$ cat src/hw/rtl/ease_pkg.sv
// Package: types, constants and the quarter-wave sine table generator for the easing core.
package ease_pkg;

  localparam int unsigned FracBits   = 16;
  localparam int unsigned SineDepth  = 256;
  localparam int unsigned SineIdxW   = 8;
  localparam int unsigned AccW       = 72;
  localparam int unsigned MulAW      = 34;
  localparam int unsigned MulBW      = 24;

  localparam logic signed [AccW-1:0] OneQ  = AccW'(1) << FracBits;
  localparam logic signed [AccW-1:0] HalfQ = AccW'(1) << (FracBits - 1);
  localparam logic signed [AccW-1:0] C1Q   = AccW'(111515);
  localparam logic signed [AccW-1:0] C2Q   = AccW'(170060);

  localparam logic [2:0] CfgStart = 3'd0;
  localparam logic [2:0] CfgEnd   = 3'd1;
  localparam logic [2:0] CfgSpan  = 3'd2;
  localparam logic [2:0] CfgDelay = 3'd3;
  localparam logic [2:0] CfgCurve = 3'd4;
  localparam logic [2:0] CfgRep   = 3'd5;
  localparam logic [2:0] CfgBnc   = 3'd6;

  typedef struct packed {
    logic        start;
    logic [32:0] num;
    logic [31:0] den;
  } div_req_t;

  typedef struct packed {
    logic        done;
    logic [32:0] quot;
  } div_rsp_t;

  function automatic logic [16:0] sine_entry(input int unsigned k);
    logic [63:0] x, x2, term;
    logic signed [63:0] sum;
    logic [63:0] r;
    begin
      x    = (64'd1686629713 * 64'(k) + 64'(SineDepth / 2)) / 64'(SineDepth);
      x2   = (x * x) >> 30;
      term = x;
      sum  = signed'(x);
      for (int n = 1; n <= 8; n++) begin
        term = ((term * x2) >> 30) / 64'((2 * n) * (2 * n + 1));
        if (n % 2 == 1) sum = sum - signed'(term);
        else sum = sum + signed'(term);
      end
      if (sum < 0) sum = 0;
      if (sum > (64'sd1 <<< 30)) sum = 64'sd1 <<< 30;
      r = (64'(sum) + 64'd8192) >> 14;
      return r[16:0];
    end
  endfunction

endpackage

$ cat src/hw/rtl/ease_div.sv
// Restoring divider, one quotient bit per cycle: num(33+16 bits) / den.
module ease_div (
  input  logic               clk_i,
  input  logic               rst_ni,
  input  ease_pkg::div_req_t req_i,
  output ease_pkg::div_rsp_t rsp_o
);
  import ease_pkg::*;

  localparam int unsigned NumW = 33 + FracBits;

  logic [NumW-1:0] num_q, num_d;
  logic [32:0]     rem_q, rem_d;
  logic [31:0]     den_q, den_d;
  logic [5:0]      cnt_q, cnt_d;
  logic            busy_q, busy_d, done_q, done_d;
  logic [33:0]     trial;

  always_comb begin
    num_d  = num_q;
    rem_d  = rem_q;
    den_d  = den_q;
    cnt_d  = cnt_q;
    busy_d = busy_q;
    done_d = 1'b0;
    trial  = {rem_q, num_q[NumW-1]} - {2'b0, den_q};
    if (req_i.start) begin
      num_d  = {req_i.num, FracBits'(0)};
      rem_d  = '0;
      den_d  = req_i.den;
      cnt_d  = 6'(NumW);
      busy_d = 1'b1;
    end else if (busy_q) begin
      if (!trial[33]) rem_d = trial[32:0];
      else rem_d = {rem_q[31:0], num_q[NumW-1]};
      num_d = {num_q[NumW-2:0], ~trial[33]};
      cnt_d = cnt_q - 6'd1;
      if (cnt_q == 6'd1) begin
        busy_d = 1'b0;
        done_d = 1'b1;
      end
    end
  end

  always_ff @(posedge clk_i or negedge rst_ni) begin
    if (!rst_ni) begin
      busy_q <= 1'b0;
      done_q <= 1'b0;
      cnt_q  <= '0;
    end else begin
      busy_q <= busy_d;
      done_q <= done_d;
      cnt_q  <= cnt_d;
    end
  end

  always_ff @(posedge clk_i) begin
    num_q <= num_d;
    rem_q <= rem_d;
    den_q <= den_d;
  end

  assign rsp_o.done = done_q;
  assign rsp_o.quot = num_q[32:0];
endmodule

$ cat config.mk
export PLATFORM = sky130hd
export DESIGN_NAME = ease_div
export DESIGN_NICKNAME = d
export VERILOG_FILES = /design/src/hw/rtl/ease_pkg.sv /design/src/hw/rtl/ease_div.sv
export SDC_FILE = /design/constraint.sdc
export NUM_CORES = 1
export LEC_CHECK = 0
export ABC_AREA = 1
export BUFFER_PORTS_ARGS = -buffer_cell sky130_fd_sc_hd__buf_2
export CAP_MARGIN = 20
export CORE_UTILIZATION = 59
export CTS_CLUSTER_DIAMETER = 120
export DETAILED_ROUTE_END_ITERATION = 6
export MAX_ROUTING_LAYER = met4
export PLACE_DENSITY_LB_ADDON = 0.25
export SETUP_SLACK_MARGIN = 0.3
export SLEW_MARGIN = 10
export SYNTH_ARGS = -nofsm -noshare
export SYNTH_HDL_FRONTEND = slang
export SYNTH_SLANG_ARGS = --single-unit
$ cat constraint.sdc
create_clock -name clk_i -period 2.9 [get_ports clk_i]
set_input_delay 0.29 -clock clk_i [delete_from_list [all_inputs] [get_ports clk_i]]
set_output_delay 0.29 -clock clk_i [all_outputs]
set_load 0.005 [all_outputs]
==> metrics.txt <==
Cell Pwr Density=516.4 nW/um2; layout overhead on the synthesized area=12.83%; largest net degree at the start of global routing=70; # Post-CTS Setup Buffers=0; PortBufs=101; gpl congestion=0.9596; Initial Util=61.08%; Achievable Freq=0.4180 GHz; Synth Area per Inst=7.524 um2; Synth Cell Area=7802 um2; drt pass-1 iters=7; share of the yosys chip area belonging to registers=40.15%; first-pass GRT wire length=29.88 mm; Final Slew Violations=0; DRC Markers=0; Core Box Area=12,770 um2; Max IR drop VDD=0.4341 mV; grt ovf=0; clock tree buffer depth=2; final net count=1,211; layout cell share with drive strength beyond 1=18.29%; final WL=18.52 mm; Synth Instances=1,037; Worst Skew=0.01116 ns; Area after DPL=8187 um2; Worst Setup End Kind=flop; row cnt=41; CP Class=reg -> reg; Synth Flop Type=edfxtp_1; vias in the first global route=6,358; Worst-path clk slew=0.06 ns; crit-path max FO=4; Setup TNS Final=0 ns; DR vias=6,721; Post-DP HPWL=13.76 mm; Tot GR Track Use=29.80%; TritonCTS clock tree=built; Max-cap violations=0; Synth warnings=0; endpoints failing hold=0; Sink Count=122; RSZ-0062 raised after global routing=yes; CP startpoint kind=flop; chip height=117 um; share of async-settable or async-resettable flops after synthesis=6.557%; Critical Path RT=3.23 ns; H-tree depth=4; Critical Path AT=2.72 ns; initial antenna violation count=0; Yosys reg bits=122; Cell Count, Final, Fillers Out=1,293; syn nets=1,140; die span in x=117 um; Avg WL per Cell=14.32 um; P_leak=4.669 nW; Slew headroom=47.43%; Least-Margin Pin Slew=0.7886 ns; Ant. Diodes=0; Antenna Nets Post-Route=0; post-synth cell types=41; Clock Latency Late Sink=0.43 ns; DR vias/cell=5.198; number of flops mapped to enable cells by yosys=65; Num CTS Buffers=17; Final Critical Period=2.392 ns; status=complete, no violations; Setup Viol. Count Final=0; dpl cells=1,260; period utilisation layout=82.49%; I/O pins=102; Initial DRC Count=480; Die Footprint=13,690 um2; commonest non-fill, non-tap cell in the layout=nand2_1; most frequent cells in the layout=311 x nand2_1, 186 x inv_1, 101 x buf_2, 74 x nand3_1, 65 x edfxtp_1; clock root cell=clkbuf_16; Finished Cell Area=8803 um2; Worst Hold Class=in -> reg
[path summary, 6_finish.rpt]
kind / startpoint / to / slack [ns] / cells after the start
max in group asynchronous: rst_ni / busy_q$_DFF_PN0_ / 2.49 / 2
max: den_q[0]$_DFFE_PP_ / rem_q[32]$_SDFFE_PP0P_ / 0.51 / 16
min in group asynchronous: rst_ni / cnt_q[0]$_DFFE_PN0P_ / 0.23 / 2
min reg2reg: rem_q[25]$_SDFFE_PP0P_ / rem_q[25]$_SDFFE_PP0P_ / 0.48 / 2
max reg2reg: den_q[0]$_DFFE_PP_ / rem_q[32]$_SDFFE_PP0P_ / 0.51 / 16
min: req_i[7] / den_q[7]$_DFFE_PP_ / 0.04 / 1
[flip-flops by register name (all words and copies together), names as in the netlist]
| register | count |
|---|---|
| done_q | 1 |
| num_q | 49 |
| cnt_q | 6 |
| busy_q | 1 |
| den_q | 32 |
| rem_q | 33 |
[what timing repair did]
item	CTS	global route
gates resized for setup	0	3
hold buffers	1	0
setup endpoints to repair	0	30
endpoints found under the hold margin	8	0
[cell families (layout without fill, tap and decap cells)]
group / after synthesis / after routing / share of synthesized area, %
buf+inv: 248 / 332 / 14.30
fa+ha+maj: 35 / 35 / 5.709
simple gates: 520 / 520 / 29.80
xor+xnor: 15 / 15 / 1.684
compound gates: 97 / 97 / 8.355
flops: 122 / 122 / 40.15
[critical path, stage by stage, from the launching register on]
cell	delay (ns)
edfxtp_1	0.38
ha_1	0.23
fa_1	0.43
inv_1	0.15
nand3_1	0.10
nand3_2	0.13
nand2_1	0.07
nand2_1	0.15
nand2_1	0.07
nand2_1	0.17
nand2_1	0.10
nand3_1	0.09
nand2_1	0.05
inv_1	0.04
nand2_1	0.04
nand2_1	0.06
nand2_1	0.04
[report_power, final]
group	total, mW	switching, mW	internal, mW	leakage (nW)
clock	2.11	0.910	1.20	0.295
combinational	0.478	0.286	0.191	3.21
sequential	1.96	0.0406	1.92	1.16
[cells in the mapped netlist, types with 8 or more instances]
library cell  number  area, um2
ha_1              34      425.4
nand3_2           11      110.1
buf_4             35      262.8
nor2_1            55      206.5
edfxtp_1          65       1952
inv_1            186      698.2
o22ai_1           16      100.1
a22o_1            32      280.3
clkbuf_1          10      37.54
nand2_2           36      225.2
nand2_1          311       1167
nand3_1           75      375.4
xnor2_1           14      122.6
dfrtp_1            8      200.2
nand4_1           11      68.82
a21oi_1           26      130.1
o21ai_0           14      70.07
dfxtp_1           49      980.9
[metrics by stage]
stage                     hold slack (ns)  utilization, %  worst slack, ns  power [mW]
after global routing              0.02562           68.92           0.2951       4.719
after floorplan                 -0.005591               -           0.7429       2.336
after detailed placement           0.1418           64.09           0.3935       2.467
after CTS                         0.02236           68.77           0.3852       4.569
after global placement             0.1413           64.09           0.4702       2.459
final                             0.03602           68.92           0.5079       4.547
[routing by layer]
metal / global-route usage (%) / share of wire, %
met1: 35.50 / 44
met2: 49.35 / 48
met5: - / 0
met3: 7.003 / 5.8
met4: 10.72 / 2.4
[layout make-up]
class                      count  area [um2]
sequential                   122        3133
clock buffer                  18       450.4
timing repair buffer         109       568.0
clock inverter                14       137.6
multi-input combinational    667        3582
inverter                     191       716.9
tap                          172       215.2
fill                        1107        3970
(Power assumes the default switching activity.)
